[config.mk]
export PLATFORM = sky130hd
export DESIGN_NAME = sorted_min_priority_queue_top
export DESIGN_NICKNAME = d
export VERILOG_FILES = /design/src/rtl/core/smpq_pkg.sv /design/src/rtl/core/sorted_min_priority_queue_top.sv
export SDC_FILE = /design/constraint.sdc
export NUM_CORES = 1
export LEC_CHECK = 0
export BUFFER_PORTS_ARGS = -buffer_cell sky130_fd_sc_hd__clkbuf_2
export CORE_MARGIN = 2
export CORE_UTILIZATION = 30
export CTS_BUF_LIST = sky130_fd_sc_hd__clkbuf_4 sky130_fd_sc_hd__clkbuf_8
export CTS_CLUSTER_DIAMETER = 40
export CTS_CLUSTER_SIZE = 40
export DETAILED_ROUTE_END_ITERATION = 16
export PLACE_DENSITY_LB_ADDON = 0.2
export SYNTH_ARGS = -nofsm -noshare
export SYNTH_HDL_FRONTEND = slang
export SYNTH_SLANG_ARGS = --single-unit
[constraint.sdc]
create_clock -name clk -period 4.3 [get_ports clk]
set_input_delay 0 -clock clk [delete_from_list [all_inputs] [get_ports clk]]
set_output_delay 0 -clock clk [all_outputs]
set_load 0.01 [all_outputs]
[src/rtl/core/smpq_pkg.sv]
// Package with the shared types and constants of the sorted minimum priority queue.
`default_nettype none

package smpq_pkg;

	localparam int DEF_QUEUE_DEPTH = 16;
	localparam int KEY_W           = 16;
	localparam int HANDLE_W        = 16;
	localparam int ENT_W           = KEY_W + HANDLE_W;
	localparam int STATUS_W        = 2;

	localparam logic REQ_PUSH = 1'b0;
	localparam logic REQ_POP  = 1'b1;

	localparam logic [STATUS_W-1:0] STATUS_OK    = 2'd0;
	localparam logic [STATUS_W-1:0] STATUS_FULL  = 2'd1;
	localparam logic [STATUS_W-1:0] STATUS_EMPTY = 2'd2;

	typedef enum logic [2:0] {
		ST_IDLE,
		ST_PUSH_WALK,
		ST_PUT,
		ST_POP_WALK,
		ST_DONE
	} state_t;

endpackage

`default_nettype wire

[src/rtl/core/sorted_min_priority_queue_top.sv]
// Sorted minimum priority queue with one shared compare and move unit over a list memory.
//
// The input channel carries one request per handshake: a push of a key and a handle, or a
// pop of the smallest entry. A request is taken when in_valid is high and in_stall is low.
// The block takes one request at a time and holds in_stall high while it works on it.
// Each request gives exactly one result on the output channel: the smallest key and handle
// after the request, the empty flag, the entry count and a status code.
// A push walks the list from its tail, one stored entry per cycle, moving every entry with
// a greater key up by one slot, then writes the new entry: ST_IDLE accepts it, ST_PUSH_WALK
// steps over any stored entries, ST_PUT writes the new one and ST_DONE loads the result.
// A pop on n entries moves the remaining n - 1 entries down by one slot, one per cycle, in
// ST_POP_WALK (skipped when n is one), then loads its result in ST_DONE. A push to a full
// queue or a pop on an empty queue goes straight from ST_IDLE to ST_DONE to load its result.
// The next request is taken in the cycle after the result is loaded.
// The pace is set by the single read port of the list memory and the one compare unit.
// The result sits in an output register; a new request is taken while it waits.
// When the receiver stalls, a finished request waits for the output register to be free.
// Reset empties the queue and drops any pending result; no clearing pass is needed.
`default_nettype none

module sorted_min_priority_queue_top #(
	parameter int QUEUE_DEPTH = smpq_pkg::DEF_QUEUE_DEPTH,
	localparam int CNT_W = $clog2(QUEUE_DEPTH + 1)
) (
	input  wire logic                          clk,
	input  wire logic                          arst_n,
	input  wire logic                          in_valid,
	output      logic                          in_stall,
	input  wire logic                          req_type,
	input  wire logic [smpq_pkg::KEY_W-1:0]    entry_key,
	input  wire logic [smpq_pkg::HANDLE_W-1:0] entry_handle,
	output      logic                          out_valid,
	input  wire logic                          out_stall,
	output      logic [smpq_pkg::KEY_W-1:0]    min_key,
	output      logic [smpq_pkg::HANDLE_W-1:0] min_handle,
	output      logic                          is_empty,
	output      logic [CNT_W-1:0]              entry_count,
	output      logic [smpq_pkg::STATUS_W-1:0] status
);
	import smpq_pkg::*;

	localparam int IDX_W = $clog2(QUEUE_DEPTH);

	state_t state_q, state_d;

	logic [ENT_W-1:0]    mem [QUEUE_DEPTH];
	logic [ENT_W-1:0]    rd_q;
	logic [IDX_W-1:0]    rd_addr;
	logic                wr_en;
	logic [IDX_W-1:0]    wr_addr;
	logic [ENT_W-1:0]    wr_data;

	logic [IDX_W-1:0]    idx_q, idx_d;
	logic [IDX_W-1:0]    put_q, put_d;
	logic [CNT_W-1:0]    occ_q, occ_d;
	logic [CNT_W-1:0]    occ_m1;
	logic [STATUS_W-1:0] status_q, status_d;
	logic [KEY_W-1:0]    key_q;
	logic [HANDLE_W-1:0] handle_q;
	logic [KEY_W-1:0]    head_key_q;
	logic [HANDLE_W-1:0] head_handle_q;
	logic [KEY_W-1:0]    rd_key;
	logic                accept;
	logic                load_out;

	logic                out_valid_q;
	logic [KEY_W-1:0]    min_key_q;
	logic [HANDLE_W-1:0] min_handle_q;
	logic                is_empty_q;
	logic [CNT_W-1:0]    entry_count_q;
	logic [STATUS_W-1:0] status_out_q;

	assign occ_m1   = occ_q - CNT_W'(1);
	assign rd_key   = rd_q[ENT_W-1 -: KEY_W];
	assign in_stall = (state_q != ST_IDLE);
	assign accept   = in_valid && (state_q == ST_IDLE);

	always_comb begin
		state_d  = state_q;
		idx_d    = idx_q;
		put_d    = put_q;
		occ_d    = occ_q;
		status_d = status_q;
		rd_addr  = idx_q;
		wr_en    = 1'b0;
		wr_addr  = idx_q;
		wr_data  = rd_q;
		load_out = 1'b0;
		case (state_q)
			ST_IDLE: begin
				if (in_valid) begin
					status_d = STATUS_OK;
					if (req_type == REQ_PUSH) begin
						if (occ_q == CNT_W'(QUEUE_DEPTH)) begin
							status_d = STATUS_FULL;
							state_d  = ST_DONE;
						end else if (occ_q == '0) begin
							put_d   = '0;
							state_d = ST_PUT;
						end else begin
							rd_addr = occ_m1[IDX_W-1:0];
							idx_d   = occ_m1[IDX_W-1:0];
							state_d = ST_PUSH_WALK;
						end
					end else begin
						if (occ_q == '0) begin
							status_d = STATUS_EMPTY;
							state_d  = ST_DONE;
						end else if (occ_q == CNT_W'(1)) begin
							occ_d   = occ_m1;
							state_d = ST_DONE;
						end else begin
							rd_addr = IDX_W'(1);
							idx_d   = IDX_W'(1);
							state_d = ST_POP_WALK;
						end
					end
				end
			end
			ST_PUSH_WALK: begin
				if (rd_key > key_q) begin
					wr_en   = 1'b1;
					wr_addr = idx_q + IDX_W'(1);
					if (idx_q == '0) begin
						put_d   = '0;
						state_d = ST_PUT;
					end else begin
						idx_d   = idx_q - IDX_W'(1);
						rd_addr = idx_q - IDX_W'(1);
					end
				end else begin
					put_d   = idx_q + IDX_W'(1);
					state_d = ST_PUT;
				end
			end
			ST_PUT: begin
				wr_en   = 1'b1;
				wr_addr = put_q;
				wr_data = {key_q, handle_q};
				occ_d   = occ_q + CNT_W'(1);
				state_d = ST_DONE;
			end
			ST_POP_WALK: begin
				wr_en   = 1'b1;
				wr_addr = idx_q - IDX_W'(1);
				if (CNT_W'(idx_q) == occ_m1) begin
					occ_d   = occ_m1;
					state_d = ST_DONE;
				end else begin
					idx_d   = idx_q + IDX_W'(1);
					rd_addr = idx_q + IDX_W'(1);
				end
			end
			ST_DONE: begin
				if (!out_valid_q || !out_stall) begin
					load_out = 1'b1;
					state_d  = ST_IDLE;
				end
			end
			default: begin
				state_d = ST_IDLE;
			end
		endcase
	end

	always_ff @(posedge clk or negedge arst_n) begin
		if (!arst_n) begin
			state_q     <= ST_IDLE;
			occ_q       <= '0;
			out_valid_q <= 1'b0;
		end else begin
			state_q <= state_d;
			occ_q   <= occ_d;
			if (load_out) begin
				out_valid_q <= 1'b1;
			end else if (!out_stall) begin
				out_valid_q <= 1'b0;
			end
		end
	end

	always_ff @(posedge clk) begin
		idx_q    <= idx_d;
		put_q    <= put_d;
		status_q <= status_d;
		if (accept) begin
			key_q    <= entry_key;
			handle_q <= entry_handle;
		end
		if (wr_en && (wr_addr == '0)) begin
			head_key_q    <= wr_data[ENT_W-1 -: KEY_W];
			head_handle_q <= wr_data[HANDLE_W-1:0];
		end
		if (load_out) begin
			is_empty_q    <= (occ_q == '0);
			min_key_q     <= (occ_q == '0) ? '0 : head_key_q;
			min_handle_q  <= (occ_q == '0) ? '0 : head_handle_q;
			entry_count_q <= occ_q;
			status_out_q  <= status_q;
		end
	end

	always_ff @(posedge clk) begin
		if (wr_en) begin
			mem[wr_addr] <= wr_data;
		end
		rd_q <= mem[rd_addr];
	end

	assign out_valid   = out_valid_q;
	assign min_key     = min_key_q;
	assign min_handle  = min_handle_q;
	assign is_empty    = is_empty_q;
	assign entry_count = entry_count_q;
	assign status      = status_out_q;

endmodule

`default_nettype wire

==> results of run 1 <==
layout make-up:
cell class,instances,share of cell area (%)
Antenna cell,1,0.00791
Clock buffer,112,4.70
Clock inverter,69,2.76
Inverter,27,0.321
Multi-Input combinational cell,825,21.2
Sequential cell,635,59.0
Tap cell,1144,4.53
Timing Repair Buffer,242,7.51
stage by stage:
step / setup slack (ps) / area, um^2 / utilization, %
4_1_cts: -3.13 / 31600 / 37.1
2_1_floorplan: -13.5 / 25800 / -
5_1_grt: -41.8 / 31600 / 37.1
3_3_place_gp: -175 / 28500 / 33.5
6_report: 164 / 31600 / 37.1
3_5_place_dp: -114 / 28500 / 33.5
cell usage after synthesis (23+ instances only):
cell type	n	share of area (%)
a21oi_1	49	0.95
nor2_1	36	0.52
mux2_2	32	1.4
a211oi_1	194	5.7
nor2b_1	36	0.87
and3_1	131	3.2
mux2i_1	129	5.0
buf_2	43	0.84
a2111o_1	32	1.4
a211oi_2	31	1.5
dfxtp_1	36	2.8
edfxtp_1	590	69
inv_1	26	0.38
nand2_1	23	0.34
clkbuf_1	69	1.0
registers in the layout (all words and copies together), names as in the netlist:
| signal | count |
|---|---|
| entry_count | 5 |
| min_key | 16 |
| put_q | 4 |
| status_q | 2 |
| idx_q | 4 |
| state_q | 3 |
| mem | 512 |
| occ_q | 5 |
| is_empty | 1 |
| out_valid | 1 |
| min_handle | 16 |
| status | 2 |
| rd_q | 32 |
| handle_q | 16 |
| key_q | 16 |
power by group through the flow:
stage / Combinational [mW] / Sequential (mW) / Clock, mW
after floorplan: 7.67 / 9.37 / 0
after global placement: 11.9 / 9.54 / 0
after detailed placement: 12.1 / 9.54 / 0
after CTS: 12.2 / 9.41 / 6.15
after global routing: 13.1 / 9.50 / 6.38
final: 12.1 / 9.40 / 5.99
kinds of logic (layout without fill, tap and decap cells):
family | count (synthesis) | after routing | share of synthesized area, %
fa+ha+maj | 21 | 21 | 1.02
flops | 635 | 635 | 72.5
mux | 161 | 161 | 6.41
compound gates | 355 | 355 | 11.0
xor+xnor | 14 | 14 | 0.530
other cells | 0 | 1 | 0
simple gates | 274 | 274 | 6.10
buf+inv | 146 | 450 | 2.44
what timing repair did:
item | in CTS | in global routing
setup endpoints to repair | 32 | 104
setup buffers | 0 | 4
pin swaps | 1 | 3
hold buffers | 69 | 0
resized for setup | 3 | 3
hold endpoints to repair | 66 | 0
worst min-delay path by stage:
stage,endpoint,slack (ps),depth (start not counted),from
finish,key_q[9]$_DFFE_PP_,50,2,entry_key[9]
global route,key_q[9]$_DFFE_PP_,20,2,entry_key[9]
CTS,key_q[9]$_DFFE_PP_,1,2,entry_key[9]
detailed placement,out_valid$_DFFE_PN0P_,-120,1,arst_n
global placement,out_valid$_DFFE_PN0P_,-120,1,arst_n
floorplan,occ_q[0]$_DFFE_PN0P_,-300,0,arst_n
per-layer routing:
metal	vias to the layer above	track usage [%]	wire length, um
met5	-	0	0
met4	0	4.93	1540
met3	101	2.43	2920
met2	336	25.2	32600
met1	7740	20.9	31700
li1	6905	-	-
==> flow_summary.yaml, run 1 <==
place:
  place_congestion: 0.797
  portBuffers: 78
  hpwl_um: 38300
  dp.cells: 2800
die:
  start_util_pct: 30.2
  die_x_um: 297
  die_area_um2: 88200
  die_y_um: 297
  core-area_um2: 85100
  num_io_pins: 79
  placement_rows: 107
pwr:
  switching_share_pct: 38.3
  power_density_nw_per_um2: 868
  intPower_mw: 16.9
  clock_power_share_pct: 21.8
  p_leak_nw: 11.1
  peakVddDrop_v: 0.000615
  seq_power_share_pct: 34.3
  p_total_mw: 27.4
  power_frac_comb_pct: 43.9
  switching_power_mw: 10.5
setup_path:
  crit_path_cell_trace: "inv_1, ha_1, nand4_1, nor4_2, a21boi_4, o31a_2, o211ai_1, buf_4, buf_4, buf_12, and3_1, a211oi_1, a211oi_2, a2111o_1"
  reg2reg_depth: 14
  path_depth: 14
  crit_end: "rd_q[6]$_DFF_P_"
  critPathKind: "reg2reg"
  r2r_end: "rd_q[6]$_DFF_P_"
  critPathLaunchType: "flip-flop"
  endpoint_kind: "flip-flop"
  path_buf_inv: 4
  reg2reg_from: "key_q[15]$_DFFE_PP_"
  cp_max_fo: 48
  worstPathArrival_ps: 4700
  reg2reg_setup_slack_ps: 160
  max_stage_delay_ps: 500
  cp_top_family: "compound AO/OA/AOI/OAI gates"
  crit_start: "key_q[15]$_DFFE_PP_"
  crit_slowest_cell: "nor4_2"
  required_ps: 4860
  cpMostUsedCell: "buf_4"
clock_network:
  cts_sinks: 635
  clkTransAtPathRegs_ps: 80
  cts_tree: "built"
  htreeDepth: 3
  clock_latency_ps: 720
  max-clock-path-buffers: 3
  cts_root_buf: "clkbuf_8"
  numCtsBuffers: 97
cells_and_area:
  layout_common_cells: "590 x edfxtp_1, 194 x a211oi_1, 130 x and3_1, 129 x mux2i_1, 103 x clkbuf_8"
  finalNetCount: 1886
  multiInputGateArea_um2: 6690
  seq_area_um2: 18700
  nFillCells: 8044
  layout_commonest_cell: "edfxtp_1"
  drive_gt1_share_pct: 23.4
  syn2layout_area_growth_pct: 22.8
  finalNonFillerCells: 3055
synthesis:
  postSynthAreaPerCell_um2: 16.0
  synth_edf_count: 590
  synth-seq-cells: 635
  synthArstFlopShare_pct: 1.42
  synth_cell_types: 65
  yosysSeqAreaShare_pct: 72.5
  synth_area_um2: 25800
  synth_ff_type: "edfxtp_1"
  postSynthCellCount: 1606
  yosysWarnings: 0
  syn_nets: 1664
routing:
  ant_nets: 0
  wl_per_cell_um: 22.5
  drtIter0Drc: 992
  remaining_drc_errors: 0
  routed_wl_um: 68800
  vias_per_cell: 4.94
  vias: 15100
  first_pass_iters: 5
global_route:
  grt_usage_pct: 15.4
  antenna_found_initial: 2
  grt_pass1_vias: 15400
  grt_max_degree: 69
  grt.overflow.total: 0
  grt_pass1_wl_um: 102000
sta:
  min_period_ps: 4140
  fmax_mhz: 242
  drv_slew: 0
  relSlewSlack_pct: 43.6
  rsz0062_at_grt: "true"
  fin_hold_ws_ps: 52.0
  hold_viol: 0
  tightest_slew_ps: 844
  final.setup_skew_ps: 45.3
  fin_crit_sh_pct: 96.2
  fin_setup_tns_ps: 0
  setup_viol: 0
flow_run:
  cap_violations: 0
worst_hold_path:
  worstHoldPathType: "in2reg"
run_status:
  outcome: "finished clean"
No activity file was read; power rests on OpenSTA's default activity.
==> run 2, diff against run 1 <==
--- a/config.mk
+++ b/config.mk
@@ -5,6 +5,7 @@
 export SDC_FILE = /design/constraint.sdc
 export NUM_CORES = 1
 export LEC_CHECK = 0
+export ABC_AREA = 1
 export BUFFER_PORTS_ARGS = -buffer_cell sky130_fd_sc_hd__clkbuf_2
 export CORE_MARGIN = 2
 export CORE_UTILIZATION = 30
==> run 2 against run 1 <==
Net effect: worst setup slack better by 200 ps; clock power up 6.2%; die area up 6.4%; global-route usage up 1.5 points; clock-buffer cell count up 1; sequential power down 29%; non-clock buffer count down 6; hold slack better by 180 ps; final area up 4.1%; via count up 28%; register-to-register slack better by 200 ps; sequential share of layout area down 2.3 points.
==> flow_summary.yaml, run 2 <==
place:
  portBuffers: 78
  place_congestion: 0.870
  dp_slack_ps: 79.8
  postPlaceCellArea_um2: 29500
  hpwl_um: 44800
  dp.cells: 3780
pwr:
  clock_power_share_pct: 48.6
  power_density_nw_per_um2: 397
  power_frac_comb_pct: 0.6
  seq_power_share_pct: 50.8
  switching_share_pct: 22.4
  p_total_mw: 13.1
  intPower_mw: 10.1
  switching_power_mw: 2.93
  p_leak_nw: 13.9
  peakVddDrop_v: 0.000207
cells_and_area:
  layout_commonest_cell: "nand2_1"
  postLayoutCellArea_um2: 32900
  regMostFlops: "mem"
  top_regs: "mem (512), rd_q (32)"
  largest_reg_flops: 512
  syn2layout_area_growth_pct: 20.0
  post-route-util_pct: 36.5
  nFillCells: 9010
  layout_common_cells: "715 x nand2_1, 593 x nand3_1, 590 x edfxtp_1, 347 x inv_1, 111 x clkbuf_8"
  drive_gt1_share_pct: 13.9
  finalNetCount: 2859
  finalNonFillerCells: 4071
routing:
  wl_per_cell_um: 19.7
  vias: 19300
  ant_nets: 0
  drtIter0Drc: 1547
  remaining_drc_errors: 0
  vias_per_cell: 4.73
  first_pass_iters: 5
  routed_wl_um: 80200
worst_hold_path:
  min_to: "status_q[0]$_SDFFCE_PP0P_"
  holdPathStages: 3
  worstHoldPathType: "in2reg"
  min_from: "req_type"
synthesis:
  postSynthCellCount: 2602
  synthArstFlopShare_pct: 1.42
  synth_ff_type: "edfxtp_1"
  synth_top_area_share_pct: 64.6
  yosys-top-cells-count: "716 x nand2_1, 593 x nand3_1, 590 x edfxtp_1"
  postSynthAreaPerCell_um2: 10.5
  synth_area_um2: 27400
  synth_edf_count: 590
  netlist.top_cell.by_area: "edfxtp_1"
  synth_area_leaders: "edfxtp_1 65%, nand3_1 11%, nand2_1 9.8%"
  yosysSeqAreaShare_pct: 68.1
  synth_cell_types: 38
  syn_nets: 2660
  synth.most_common_cell: "nand2_1"
  synth-seq-cells: 635
  yosysWarnings: 0
setup_path:
  required_ps: 4700
  worstPathArrival_ps: 4330
  endpoint_kind: "flip-flop"
  path_buf_inv: 4
  cp_top_family: "simple AND/OR/NAND/NOR gates"
  critPathLaunchType: "flip-flop"
  reg2reg_from: "key_q[14]$_DFFE_PP_"
  reg2reg_depth: 15
  crit_slowest_cell: "nor2_4"
  crit_path_cell_trace: "inv_1, ha_1, nand2_1, nor3_2, nand2_1, nand2_1, nand2_1, nor2_1, inv_1, nand2_1, inv_1, a22oi_1, nand2_1, nor2_4, buf_12"
  cpMostUsedCell: "nand2_1"
  reg2reg_setup_slack_ps: 370
  r2r_end: "mem[4][6]$_DFFE_PP_"
  max_stage_delay_ps: 470
  cp_max_fo: 24
  critPathKind: "reg2reg"
global_route:
  gr-usage-met3_pct: 2.95
  grt_pass1_vias: 19200
  grt_pass1_wl_um: 120000
  antenna_found_initial: 1
  grt_usage_pct: 16.9
  grt_max_degree: 144
  grt.overflow.total: 0
  grt_use_met2_pct: 27.3
  busiest_layer: "met2"
  grtUsageMet1_pct: 23.0
die:
  die_x_um: 306
  die_area_um2: 93800
  num_io_pins: 79
  die_y_um: 306
  start_util_pct: 30.4
  core-area_um2: 90300
  placement_rows: 110
sta:
  fmax_mhz: 254
  setup_viol: 0
  final.setup_skew_ps: 40.8
  fin_setup_tns_ps: 0
  tightest_slew_ps: 1080
  min_period_ps: 3930
  drv_slew: 0
  hold_viol: 0
  fin_hold_ws_ps: 228
  relSlewSlack_pct: 28.1
  rsz0062_at_grt: "false"
  fin_crit_sh_pct: 91.5
  fin_ws_ps: 367
clock_network:
  max-clock-path-buffers: 3
  numCtsBuffers: 107
  cts_root_buf: "clkbuf_8"
  cts_sinks: 635
  htreeDepth: 3
  clock_latency_ps: 740
  clkTransAtPathRegs_ps: 70
  cts_tree: "built"
flow_run:
  cap_violations: 0
run_status:
  outcome: "finished clean"
-- run 2: cell types whose count changed after synthesis, sizes merged, moves of 33 or more --
cell	previous run	this run
a211oi	225	0
nor2b	36	0
nand3	4	593
clkbuf	69	18
buf	50	128
inv	27	352
nand2	23	721
mux2i	129	0
a21oi	49	16
and3	131	0
-- run 2: power by group through the flow --
stage	logic [mW]	registers (mW)	clock network [mW]
final	0.0722	6.65	6.36
after global routing	0.0789	6.64	6.79
after CTS	0.0729	6.65	6.52
after detailed placement	0.0235	6.78	0
after global placement	0.0233	6.78	0
after floorplan	0.00293	6.78	0
-- run 2: worst max-delay path by stage --
stage	startpoint	end	slack [ps]	cells past startpoint
5_1_grt	key_q[14]$_DFFE_PP_	mem[8][3]$_DFFE_PP_	170	15
3_3_place_gp	key_q[14]$_DFFE_PP_	mem[10][0]$_DFFE_PP_	30	15
6_report	key_q[14]$_DFFE_PP_	mem[4][6]$_DFFE_PP_	370	15
4_1_cts	key_q[14]$_DFFE_PP_	mem[11][2]$_DFFE_PP_	60	15
3_5_place_dp	key_q[14]$_DFFE_PP_	mem[10][2]$_DFFE_PP_	80	15
2_1_floorplan	key_q[15]$_DFFE_PP_	mem[4][0]$_DFFE_PP_	710	14
-- run 2: kinds of logic (layout without fill, tap and decap cells) --
family | after synthesis | in the layout | share of synthesized area (%)
AOI/OAI and AO/OA | 67 | 67 | 1.40
other | 0 | 1 | 0
DFF | 635 | 635 | 68.1
adders and majority gates | 21 | 21 | 0.958
buffers and inverters | 499 | 791 | 7.61
and+or+nand+nor | 1370 | 1370 | 21.6
xor gates and xnor gates | 10 | 10 | 0.319
-- run 2: final cells by class --
cell class	count	area, um^2	share of cell area [%]
clock buffer	113	1540	4.69
inverter	353	1330	4.03
multi-input combinational	1468	6890	20.9
antenna	1	2.50	0.00760
sequential	635	18700	56.7
tap	1176	1470	4.47
clock inverter	89	1010	3.08
timing repair buffer	236	2010	6.10
-- run 2: per-layer routing --
metal  up-vias  wire length [um]
li1       9145                 -
met1      9457             36600
met2       548             37100
met3       114              4490
met4         0              2000
met5         -                 0
-- run 2: worst reg2reg max path, cell delays in order (launching register included) --
cell	delay, ps
edfxtp_1	370
inv_1	90
ha_1	280
nand2_1	150
nor3_2	450
nand2_1	150
nand2_1	100
nand2_1	70
nor2_1	210
inv_1	100
nand2_1	90
inv_1	60
a22oi_1	340
nand2_1	360
nor2_4	480
buf_12	280
-- run 2: repair_timing --
item	CTS	global route
gates resized for setup	0	3
setup buffers	0	18
endpoints found under the setup margin	0	161
hold buffers	70	0
hold endpoints to repair	79	0
